### config.mk
export PLATFORM = sky130hd
export DESIGN_NAME = uart_rx_frame_manager
export DESIGN_NICKNAME = d
export VERILOG_FILES = /design/src/urfm_pkg.sv /design/src/uart_rx_frame_manager.sv /design/src/urfm_ram.sv /design/src/urfm_ctrl.sv /design/src/urfm_out.sv
export SDC_FILE = /design/constraint.sdc
export NUM_CORES = 2
export LEC_CHECK = 0
export CORE_ASPECT_RATIO = 0.7
export CORE_MARGIN = 3
export CORE_UTILIZATION = 60
export DETAILED_ROUTE_END_ITERATION = 16
export DONT_BUFFER_PORTS = 1
export PLACE_DENSITY_LB_ADDON = 0.15
export SLEW_MARGIN = 10
export SYNTH_ARGS = -nofsm -noshare
export SYNTH_HDL_FRONTEND = slang
export SYNTH_SLANG_ARGS = --single-unit
### constraint.sdc
create_clock -name clk -period 6.3 [get_ports clk]
set_clock_uncertainty 0.15 [all_clocks]
set_input_delay 1.89 -clock clk [delete_from_list [all_inputs] [get_ports clk]]
set_output_delay 1.89 -clock clk [all_outputs]
set_load 0.1 [all_outputs]
### src/urfm_pkg.sv
// urfm_pkg: shared types, codes and defaults for the uart receive frame manager
// no dependencies; imported by every module of the block but urfm_ram

package urfm_pkg;

    // default line buffer depth in bytes
    localparam int unsigned URFM_BUFFER_DEPTH = 256;

    // configuration port widths
    localparam int unsigned CFG_INDEX_W = 2;
    localparam int unsigned CFG_DATA_W  = 16;

    // request opcodes
    typedef enum logic [1:0] {
        OP_RX_BYTE   = 2'd0,
        OP_TICK      = 2'd1,
        OP_CLEAR     = 2'd2,
        OP_READ      = 2'd3
    } opcode_t;

    // configuration register indexes
    typedef enum logic [CFG_INDEX_W-1:0] {
        REG_BRIDGE_PORT = 2'd0,
        REG_TERM_ENABLE = 2'd1,
        REG_TERM_CHAR   = 2'd2,
        REG_IDLE_TICKS  = 2'd3
    } cfg_index_t;

    // input request payload
    typedef struct packed {
        logic [1:0] opcode;
        logic [7:0] rx_byte;
        logic [7:0] read_index;
    } in_t;

    // result payload
    typedef struct packed {
        logic       forward_valid;
        logic [1:0] forward_port;
        logic [7:0] forward_byte;
        logic       frame_done;
        logic [8:0] fill_count;
        logic       restart_timer;
        logic       overflow;
        logic [7:0] read_data;
    } out_t;

    // configuration register file
    typedef struct packed {
        logic [1:0]  bridge_port;
        logic        terminator_enable;
        logic [7:0]  terminator_char;
        logic [15:0] idle_ticks;
    } cfg_t;

    // result from the update stage; read data is filled in from the buffer later
    typedef struct packed {
        out_t payload;
        logic rd_sel;
    } res_t;

endpackage

### src/uart_rx_frame_manager.sv
// uart_rx_frame_manager: receive message framer for one serial channel
// depends on urfm_pkg, urfm_ram, urfm_ctrl and urfm_out
//
// Usage: each input request is one event (received byte, timer tick, clear of
// the done flag, or line buffer read) on the in_valid/in_stall channel. Every
// request gives exactly one result on out_valid/out_stall, in order.
// Path: a result passes the read stage, which holds it while the line buffer
// ram read is registered, and then the output register.
// Throughput: one request per cycle while in_stall is low. Message state is
// updated and the buffer is written in the cycle a request is accepted, so
// consecutive requests see each other's effects with no interlock.
// Stalling: a read stage and an output register form two slots, so a request
// is still taken while one result waits; in_stall rises only when both are
// full and out_stall is high.
// Configuration: cfg_we writes register cfg_index with cfg_data at a clock
// edge; write only while no requests are in flight.
// Reset: rst_n clears the registers, the count, the done flag and the idle
// counter at once; the buffer is not cleared, so the user must read it only
// where written; the block itself does not enforce this.

module uart_rx_frame_manager
    import urfm_pkg::*;
#(
    parameter int unsigned BUFFER_DEPTH = URFM_BUFFER_DEPTH
) (
    input  logic                   clk,
    input  logic                   rst_n,
    input  logic                   cfg_we,
    input  logic [CFG_INDEX_W-1:0] cfg_index,
    input  logic [CFG_DATA_W-1:0]  cfg_data,
    input  logic                   in_valid,
    output logic                   in_stall,
    input  in_t                    in_data,
    output logic                   out_valid,
    input  logic                   out_stall,
    output out_t                   out_data
);

    localparam int unsigned AW = $clog2(BUFFER_DEPTH);

    logic          accept;
    logic          mem_we;
    logic [AW-1:0] mem_waddr;
    logic [7:0]    mem_wdata;
    logic          mem_re;
    logic [AW-1:0] mem_raddr;
    logic [7:0]    mem_rdata;
    res_t          res;

    // request handshake
    assign accept = in_valid && !in_stall;

    // state update and buffer access
    urfm_ctrl #(
        .BUFFER_DEPTH(BUFFER_DEPTH)
    ) u_ctrl (
        .clk       (clk),
        .rst_n     (rst_n),
        .cfg_we    (cfg_we),
        .cfg_index (cfg_index),
        .cfg_data  (cfg_data),
        .accept    (accept),
        .req       (in_data),
        .mem_we    (mem_we),
        .mem_waddr (mem_waddr),
        .mem_wdata (mem_wdata),
        .mem_re    (mem_re),
        .mem_raddr (mem_raddr),
        .res       (res)
    );

    // line buffer
    urfm_ram #(
        .WIDTH(8),
        .DEPTH(BUFFER_DEPTH)
    ) u_line_buf (
        .clk   (clk),
        .we    (mem_we),
        .waddr (mem_waddr),
        .wdata (mem_wdata),
        .re    (mem_re),
        .raddr (mem_raddr),
        .rdata (mem_rdata)
    );

    // result staging and output register
    urfm_out u_out (
        .clk       (clk),
        .rst_n     (rst_n),
        .accept    (accept),
        .res       (res),
        .mem_rdata (mem_rdata),
        .busy      (in_stall),
        .out_valid (out_valid),
        .out_stall (out_stall),
        .out_data  (out_data)
    );

endmodule

### src/urfm_ram.sv
// urfm_ram: generic simple dual port ram, one write and one registered read port
// no dependencies

module urfm_ram #(
    parameter int unsigned WIDTH = 8,
    parameter int unsigned DEPTH = 256
) (
    input  logic                     clk,
    input  logic                     we,
    input  logic [$clog2(DEPTH)-1:0] waddr,
    input  logic [WIDTH-1:0]         wdata,
    input  logic                     re,
    input  logic [$clog2(DEPTH)-1:0] raddr,
    output logic [WIDTH-1:0]         rdata
);

    logic [WIDTH-1:0] mem [DEPTH];
    logic [WIDTH-1:0] rdata_reg;

    // write port
    always_ff @(posedge clk)
    begin
        if (we)
        begin
            mem[waddr] <= wdata;
        end
    end

    // registered read port, holds when not enabled
    always_ff @(posedge clk)
    begin
        if (re)
        begin
            rdata_reg <= mem[raddr];
        end
    end

    assign rdata = rdata_reg;

endmodule

### src/urfm_ctrl.sv
// urfm_ctrl: configuration registers, message state and line buffer access
// depends on urfm_pkg; drives the write and read ports of urfm_ram

module urfm_ctrl
    import urfm_pkg::*;
#(
    parameter int unsigned BUFFER_DEPTH = URFM_BUFFER_DEPTH
) (
    input  logic                            clk,
    input  logic                            rst_n,
    input  logic                            cfg_we,
    input  logic [CFG_INDEX_W-1:0]          cfg_index,
    input  logic [CFG_DATA_W-1:0]           cfg_data,
    input  logic                            accept,
    input  in_t                             req,
    output logic                            mem_we,
    output logic [$clog2(BUFFER_DEPTH)-1:0] mem_waddr,
    output logic [7:0]                      mem_wdata,
    output logic                            mem_re,
    output logic [$clog2(BUFFER_DEPTH)-1:0] mem_raddr,
    output res_t                            res
);

    localparam int unsigned AW = $clog2(BUFFER_DEPTH);
    localparam int unsigned CW = $clog2(BUFFER_DEPTH + 1);
    localparam int unsigned IW = (AW > 8) ? AW : 8;

    cfg_t           cfg_reg;
    logic [CW-1:0]  count_reg, count_next;
    logic           done_reg, done_next;
    logic [15:0]    idle_reg, idle_next;

    logic           room;
    logic           restart;
    logic           ovf;
    logic           fwd;
    logic [IW:0]    idx_ext;
    logic           idx_ok;
    logic [CW+8:0]  count_ext;

    // configuration writes
    always_ff @(posedge clk or negedge rst_n)
    begin
        if (!rst_n)
        begin
            cfg_reg <= '0;
        end
        else if (cfg_we)
        begin
            case (cfg_index_t'(cfg_index))
                REG_BRIDGE_PORT: cfg_reg.bridge_port       <= cfg_data[1:0];
                REG_TERM_ENABLE: cfg_reg.terminator_enable <= cfg_data[0];
                REG_TERM_CHAR:   cfg_reg.terminator_char   <= cfg_data[7:0];
                REG_IDLE_TICKS:  cfg_reg.idle_ticks        <= cfg_data;
                default:         cfg_reg                   <= cfg_reg;
            endcase
        end
    end

    // buffer read index range check
    assign idx_ext = (IW + 1)'(req.read_index);
    assign idx_ok  = idx_ext < (IW + 1)'(BUFFER_DEPTH);
    assign room    = count_reg < CW'(BUFFER_DEPTH);
    assign fwd     = cfg_reg.bridge_port != 2'd0;

    // next message state
    always_comb
    begin
        count_next = count_reg;
        done_next  = done_reg;
        idle_next  = idle_reg;
        restart    = 1'b0;
        ovf        = 1'b0;
        case (opcode_t'(req.opcode))
            OP_RX_BYTE:
            begin
                if (!fwd)
                begin
                    if (cfg_reg.terminator_enable)
                    begin
                        if (req.rx_byte == cfg_reg.terminator_char)
                        begin
                            count_next = '0;
                            done_next  = 1'b1;
                        end
                        else if (room)
                        begin
                            count_next = count_reg + CW'(1);
                        end
                        else
                        begin
                            ovf = 1'b1;
                        end
                    end
                    else
                    begin
                        if (room)
                        begin
                            count_next = count_reg + CW'(1);
                        end
                        else
                        begin
                            ovf = 1'b1;
                        end
                        idle_next = cfg_reg.idle_ticks;
                        restart   = 1'b1;
                    end
                end
            end
            OP_TICK:
            begin
                if (count_reg != '0)
                begin
                    if (idle_reg == 16'd0)
                    begin
                        count_next = '0;
                        done_next  = 1'b1;
                        restart    = 1'b1;
                    end
                    else
                    begin
                        idle_next = idle_reg - 16'd1;
                    end
                end
            end
            OP_CLEAR:
            begin
                done_next = 1'b0;
            end
            default:
            begin
                count_next = count_reg;
            end
        endcase
    end

    // state registers, updated per accepted request
    always_ff @(posedge clk or negedge rst_n)
    begin
        if (!rst_n)
        begin
            count_reg <= '0;
            done_reg  <= 1'b0;
            idle_reg  <= '0;
        end
        else if (accept)
        begin
            count_reg <= count_next;
            done_reg  <= done_next;
            idle_reg  <= idle_next;
        end
    end

    // line buffer write at the current count, read at the request index
    assign mem_we    = accept && (opcode_t'(req.opcode) == OP_RX_BYTE) && !fwd && room;
    assign mem_waddr = count_reg[AW-1:0];
    assign mem_wdata = req.rx_byte;
    assign mem_re    = accept;
    assign mem_raddr = idx_ext[AW-1:0];

    // result fields except the buffer data
    assign count_ext = (CW + 9)'(count_next);

    always_comb
    begin
        res.payload.forward_valid = 1'b0;
        res.payload.forward_port  = 2'd0;
        res.payload.forward_byte  = 8'd0;
        if ((opcode_t'(req.opcode) == OP_RX_BYTE) && fwd)
        begin
            res.payload.forward_valid = 1'b1;
            res.payload.forward_port  = cfg_reg.bridge_port;
            res.payload.forward_byte  = req.rx_byte;
        end
        res.payload.frame_done    = done_next;
        res.payload.fill_count    = count_ext[8:0];
        res.payload.restart_timer = restart;
        res.payload.overflow      = ovf;
        res.payload.read_data     = 8'd0;
        res.rd_sel                = (opcode_t'(req.opcode) == OP_READ) && idx_ok;
    end

endmodule

### src/urfm_out.sv
// urfm_out: read-data stage and output register with two-entry buffering
// depends on urfm_pkg; takes the buffer read data from urfm_ram

module urfm_out
    import urfm_pkg::*;
(
    input  logic       clk,
    input  logic       rst_n,
    input  logic       accept,
    input  res_t       res,
    input  logic [7:0] mem_rdata,
    output logic       busy,
    output logic       out_valid,
    input  logic       out_stall,
    output out_t       out_data
);

    logic s1_valid_reg, s1_valid_next;
    res_t s1_reg;
    logic out_valid_reg, out_valid_next;
    out_t out_reg, out_next;
    logic out_free;
    logic s1_move;

    // handoff between stages
    assign out_free = !out_valid_reg || !out_stall;
    assign s1_move  = s1_valid_reg && out_free;
    assign busy     = s1_valid_reg && !out_free;

    // valid bits
    always_comb
    begin
        if (accept)
        begin
            s1_valid_next = 1'b1;
        end
        else if (s1_move)
        begin
            s1_valid_next = 1'b0;
        end
        else
        begin
            s1_valid_next = s1_valid_reg;
        end

        if (s1_move)
        begin
            out_valid_next = 1'b1;
        end
        else if (out_free)
        begin
            out_valid_next = 1'b0;
        end
        else
        begin
            out_valid_next = out_valid_reg;
        end
    end

    always_ff @(posedge clk or negedge rst_n)
    begin
        if (!rst_n)
        begin
            s1_valid_reg  <= 1'b0;
            out_valid_reg <= 1'b0;
        end
        else
        begin
            s1_valid_reg  <= s1_valid_next;
            out_valid_reg <= out_valid_next;
        end
    end

    // merge buffer data into the result
    always_comb
    begin
        out_next           = s1_reg.payload;
        out_next.read_data = s1_reg.rd_sel ? mem_rdata : 8'd0;
    end

    // payload registers
    always_ff @(posedge clk)
    begin
        if (accept)
        begin
            s1_reg <= res;
        end
        if (s1_move)
        begin
            out_reg <= out_next;
        end
    end

    assign out_valid = out_valid_reg;
    assign out_data  = out_reg;

endmodule

# ---- After elaboration in Yosys (flattened, before gate mapping)
# Memories as Yosys holds them, arrays and structs flattened. A register that Yosys moved wholly into a read port is not among the register bits.
# Index checks and enable logic that the tools add are counted.
# Widths: inputs -> output; s select.
dict set report classes {
  n_reduce_logical 28
  n_lt_le_gt_ge 2
  n_addsub 2
  n_eq_ne 11
  n_bitwise 1
  n_mux 33
}
# op n
set op_table {}
lappend op_table {{$mux 16} 4}
lappend op_table {{$mux 9} 6}
lappend op_table {{$pmux 16 s2} 1}
lappend op_table {{$mux 1} 18}
lappend op_table {{$pmux 9 s2} 1}
lappend op_table {{$logic_not 16->1} 1}
lappend op_table {{$sub 16x1->16 const B} 1}
lappend op_table {{$mux 11} 1}
lappend op_table {{$add 9x1->9 const B} 1}
lappend op_table {{$lt 8x9->1 const B} 1}
lappend op_table {{$lt 9x9->1 const B} 1}
lappend op_table {{$reduce_bool 9->1} 1}
lappend op_table {{$eq 2x2->1 const B} 4}
lappend op_table {{$eq 8x8->1} 1}
lappend op_table {{$logic_and 1x1->1} 8}
lappend op_table {{$reduce_and 2->1} 4}
lappend op_table {{$reduce_bool 2->1} 4}
lappend op_table {{$ne 2x2->1 const B} 3}
lappend op_table {{$reduce_and 6->1} 1}
lappend op_table {{$logic_not 1->1} 5}
lappend op_table {{$eq 2x1->1 const B} 2}
lappend op_table {{$logic_not 2->1} 2}
lappend op_table {{$pmux 1 s3} 1}
lappend op_table {{$ne 2x1->1 const B} 1}
lappend op_table {{4 further kinds} 4}
dict set report totals {
  wordCells 103
  register_bits 110
  input_bits 41
  n_memories 1
  ramBits 2048
}
# name depth width read_ports rd_ports_with_merged_regs wr line_no
set mem_list {}
lappend mem_list {u_line_buf.mem 256 8 1 1 1 urfm_ram.sv:17} ;# logic [WIDTH-1:0] mem [DEPTH];

# ---- Depth between registers and ports, before layout
dict set report depth {
  ltp_word 11
  ltp_mapped 11
}

# ---- Cells and area by module
# A second synthesis with hierarchy kept.
dict set report hier_totals {
  cells_unflattened 4166
  area_unflattened_um2 84801.3
}
# mod cells_per_inst area_each_um2 n_inst
set by_module_without_submodules {}
lappend by_module_without_submodules {urfm_ram 3733 79636.4 1}
lappend by_module_without_submodules {urfm_ctrl 363 3369.5 1}
lappend by_module_without_submodules {urfm_out 69 1781.7 1}
lappend by_module_without_submodules {uart_rx_frame_manager 1 13.8 1}

# ---- Worst setup path before layout
# No wires, ideal clock.
dict set report synth_timing {
  path_type {input-to-reg}
  from {input port out_stall}
  to {register u_out.out_reg (netlist bit u_out.out_data[0]) (enable)}
  setup_slack_ns 1.511
  path_buffers 0
  required_time_ns 5.684
  stages 1
  arrival_time_ns 4.173
  setup_ns 0.466
  cell_sequence {a21boi_0}
}
dict set report synth_between {
  elab_chain_cells 3
}
# item line_no
set synth_rtl {}
lappend synth_rtl {{from (decl)} uart_rx_frame_manager.sv:35} ;# input logic out_stall,
lappend synth_rtl {{$logic_not 1->1} urfm_out.sv:26} ;# assign out_free = !out_valid_reg || !out_stall;
lappend synth_rtl {{$logic_or 1x1->1} urfm_out.sv:26}
lappend synth_rtl {{$logic_and 1x1->1} urfm_out.sv:27} ;# assign s1_move = s1_valid_reg && out_free;
lappend synth_rtl {{to (signal assigned)} urfm_out.sv:90} ;# out_reg <= out_next;
lappend synth_rtl {{to (decl)} urfm_out.sv:21} ;# out_t out_reg, out_next;
# Every way passes these cells.
# A chain may end at the register's enable or synchronous reset.

==> metrics.log <==
[metrics] result of the run: finished, final reports clean
[metrics] critical path type: in -> reg
[metrics] number of instances in the synthesized netlist: 4,124
[metrics] wire length on met1: 86,100 um
[metrics] Bufs on Longest Clock Path: 3
[metrics] first-pass GRT wire length: 297,000 um
[metrics] cells taking the most area after synthesis: sky130_fd_sc_hd__edfxtp_1 75%, sky130_fd_sc_hd__mux4_2 11%, sky130_fd_sc_hd__a22oi_1 1.7%, sky130_fd_sc_hd__dfrtp_1 1.6%, sky130_fd_sc_hd__nor2_1 1.4%
[metrics] die area: 145,000 um^2
[metrics] portion of the clock cycle consumed by the worst path in the final layout: 93.0%
[metrics] number of H-tree branching levels: 4
[metrics] Hold Vio Cnt, Final: 0
[metrics] first-pass iteration count of the detailed router: 7
[metrics] Final Hold Slack: 266 ps
[metrics] Unique masters post-synth: 82
[metrics] met2 routed wirelength: 88,600 um
[metrics] Die H: 320 um
[metrics] hold-fix buffers at CTS: 0
[metrics] clock-pin slew of the registers on the worst-case setup and hold paths: 60 ps
[metrics] overall die width: 454 um
[metrics] timing-limited maximum frequency: 171 MHz
[metrics] share of flip-flops with an asynchronous set or reset after synthesis: 2.54%
[metrics] Initial Util: 60.8%
[metrics] Leak Pwr: 28.6 nW
[metrics] warnings from Yosys: 0
[metrics] highest-delay cell along the critical path: sky130_fd_sc_hd__nor4_1
[metrics] largest fanout on the critical path: 108
[metrics] Met3 Routed Length: 26,500 um
[metrics] leading area contributor after synthesis: sky130_fd_sc_hd__edfxtp_1
[metrics] Max-slew headroom: 3.79%
[metrics] cell occurring most often along the worst timing path: sky130_fd_sc_hd__buf_16
[metrics] final slew viol count: 0
[metrics] weighted congestion at the end of routability-driven global placement: 0.893
[metrics] Power Density: 322 nW/um^2
[metrics] via total after detailed routing: 42,300
[metrics] via density per instance: 6.88
[metrics] cell area after technology mapping: 84,400 um^2
[metrics] setup total negative slack: 0 ps
[metrics] total congestion overflow: 0
[metrics] number of top-level pins: 74
[metrics] total wirelength of the detailed-routed design: 206,000 um
[metrics] Worst path max stage delay: 850 ps
[metrics] total core area: 139,000 um^2
[metrics] flip-flop count of the largest register after layout: 2,048
[metrics] arrival time of the worst setup path: 6250 ps
[metrics] number of nets in the layout: 4,178
[metrics] gr usage total: 28.6%
[metrics] area fraction of the dominant cell type after synthesis: 75.1%
[metrics] VDD IR-drop max: 280 uV
[metrics] pin count of the biggest net entering global routing: 531
[metrics] path type of the worst min-delay path: reg -> reg
[metrics] drc violations: 0
[metrics] most frequently used flop master after synthesis: sky130_fd_sc_hd__edfxtp_1
[metrics] unrepaired setup endpoints after global routing: false
[metrics] number of core rows: 114
[metrics] Syn Area/Cell: 20.5 um^2
[metrics] initial detailed-routing violation count: 5,994
[metrics] post-layout min period: 5860 ps
[metrics] number of global-route vias before repair: 41,000
[metrics] area added between synthesis and finish: 9.23%
[metrics] Inserted Clock Buffers: 190
[metrics] CP Cell Sequence: buf_16 -> buf_16 -> buf_16 -> buf_16 -> mux4_2 -> a22oi_1 -> a21oi_1 -> nor4_1 -> nor4_1
[metrics] number of standard cells in the layout, taps in and fillers out: 6,151
[metrics] share of final-layout standard cells stronger than drive strength 1: 20.3%
[metrics] count of flip-flops with a built-in enable after synthesis: 2,111
[metrics] pin slew with the least headroom to its limit: 1440 ps
[metrics] ANT nets after route: 0
[metrics] number of port buffers: 0
[metrics] detailed placement HPWL: 114,000 um
[metrics] number of storage elements in the synthesis netlist: 2,166
[metrics] category of the worst setup path launch point: primary input
[metrics] Skew-Pair Late Insertion Delay: 820 ps
[metrics] critical path required time: 6690 ps
[metrics] cell at the root of the clock tree: sky130_fd_sc_hd__clkbuf_16
[metrics] Synthesized Nets: 4,170
[metrics] max_cap viols: 0
[metrics] highest metal layer used by the detailed router: met5
[metrics] average routed wire per standard cell: 33.5 um
[metrics] capturing element type of the critical path: flip-flop
[metrics] Finish-stage setup viols: 0
[metrics] Inst Count DP: 5,789
[metrics] TritonCTS Sinks: 2,166
[metrics] initial antenna violation count: 4
[metrics] CTS tree: yes
[metrics] sequential area share after synthesis: 76.8%
path summary, 6_finish.rpt:
path / startpoint / end / slack, ps / cells after the start
worst max-delay path: in_data[0] / u_line_buf.rdata[1] / 440 / 9
worst min-delay path: u_out.out_next[26] / u_out.out_data[26] / 270 / 0
worst max register to register: u_out.out_valid / u_line_buf.mem[117][0] / 1190 / 7
worst min register to register: u_out.out_next[26] / u_out.out_data[26] / 270 / 0
max in group asynchronous: rst_n / u_ctrl.count_reg[6] / 5260 / 0
min in group asynchronous: rst_n / u_ctrl.cfg_reg[7] / 620 / 0
final cells by class:
| class | count | area [um^2] |
|---|---|---|
| antenna | 2 | 5.00 |
| clock buffer | 218 | 4920 |
| clock inverter | 135 | 1340 |
| fill | 8851 | 46600 |
| inverter | 19 | 71.3 |
| multi-input combinational | 1696 | 18100 |
| sequential | 2166 | 64800 |
| tap | 1856 | 2320 |
| timing repair buffer | 59 | 603 |
cell families (layout without fill, tap and decap cells):
family / count (synthesis) / in the layout / synth area share (%)
AOI/OAI and AO/OA: 514 / 514 / 4.22
xor gates and xnor gates: 8 / 8 / 0.0830
adders and majority gates: 5 / 5 / 0.0741
buffers and inverters: 262 / 431 / 1.89
DFF: 2166 / 2166 / 76.8
muxes: 595 / 595 / 13.8
other: 0 / 2 / 0
and+or+nand+nor: 574 / 574 / 3.13
power breakdown:
part           internal [W]  switching (W)  leakage (nW)
registers            0.0160       0.000296          19.7
clock network       0.00657        0.00519          3.08
logic              0.000576        0.00108          5.85
timing repair:
action	in CTS	in global routing
endpoints found under the setup margin	0	8
hold endpoints to repair	0	0
setup buffers	0	0
gates resized for setup	0	2
cell usage in the layout, fill, tap and decap left out, drive strengths merged, types with 10 or more instances in the layout:
| cell | count |
|---|---|
| edfxtp | 2111 |
| mux4 | 447 |
| nor2 | 323 |
| clkbuf | 220 |
| a22oi | 187 |
| a21oi | 140 |
| mux2i | 102 |
| clkinv | 93 |
| nand2 | 72 |
| buf | 57 |
| dfrtp | 55 |
| mux2 | 46 |
| o21ai | 41 |
| nor4 | 33 |
| o221ai | 32 |
| inv | 30 |
| nor3 | 29 |
| and2 | 25 |
| nand3 | 24 |
| bufinv | 23 |
| o22ai | 21 |
| a221oi | 16 |
| a31oi | 14 |
| nor2b | 10 |
synthesized netlist by cell type, types with 9 or more instances:
cell type / n
sky130_fd_sc_hd__a21oi_1: 140
sky130_fd_sc_hd__a221oi_1: 12
sky130_fd_sc_hd__a22oi_1: 187
sky130_fd_sc_hd__a31oi_1: 14
sky130_fd_sc_hd__and2_1: 25
sky130_fd_sc_hd__buf_12: 10
sky130_fd_sc_hd__buf_2: 77
sky130_fd_sc_hd__buf_4: 17
sky130_fd_sc_hd__buf_6: 28
sky130_fd_sc_hd__clkbuf_1: 99
sky130_fd_sc_hd__dfrtp_1: 55
sky130_fd_sc_hd__edfxtp_1: 2111
sky130_fd_sc_hd__inv_1: 17
sky130_fd_sc_hd__mux2_2: 46
sky130_fd_sc_hd__mux2i_1: 102
sky130_fd_sc_hd__mux4_1: 19
sky130_fd_sc_hd__mux4_2: 428
sky130_fd_sc_hd__nand2_1: 71
sky130_fd_sc_hd__nand2b_1: 9
sky130_fd_sc_hd__nand3_1: 24
sky130_fd_sc_hd__nor2_1: 323
sky130_fd_sc_hd__nor2b_1: 10
sky130_fd_sc_hd__nor3_1: 27
sky130_fd_sc_hd__nor4_1: 30
sky130_fd_sc_hd__o21ai_0: 34
sky130_fd_sc_hd__o221ai_1: 30
sky130_fd_sc_hd__o22ai_1: 20
critical path: cells and delay by family:
kind            cells  cell delay, ps
compound gates      2             430
simple gates        2             950
mux                 1             650
buf+inv             4            1840
stage by stage:
stage	instance area, um^2	power [W]	worst slack [ps]	util, %
floorplan	84400	0.0176	1510	-
global placement	85600	0.0180	359	61.7
detailed placement	85700	0.0180	528	61.7
CTS	92000	0.0296	1400	66.3
global route	92200	0.0305	168	66.4
finish	92200	0.0297	438	66.4
routing by layer:
metal  up-vias  GRT usage, %
met5         -             0
met4         2          7.68
met3       275          9.30
met2      2621          39.0
met1     22200          45.2
li1      17200             -
No activity file was read; power rests on OpenSTA's default activity.
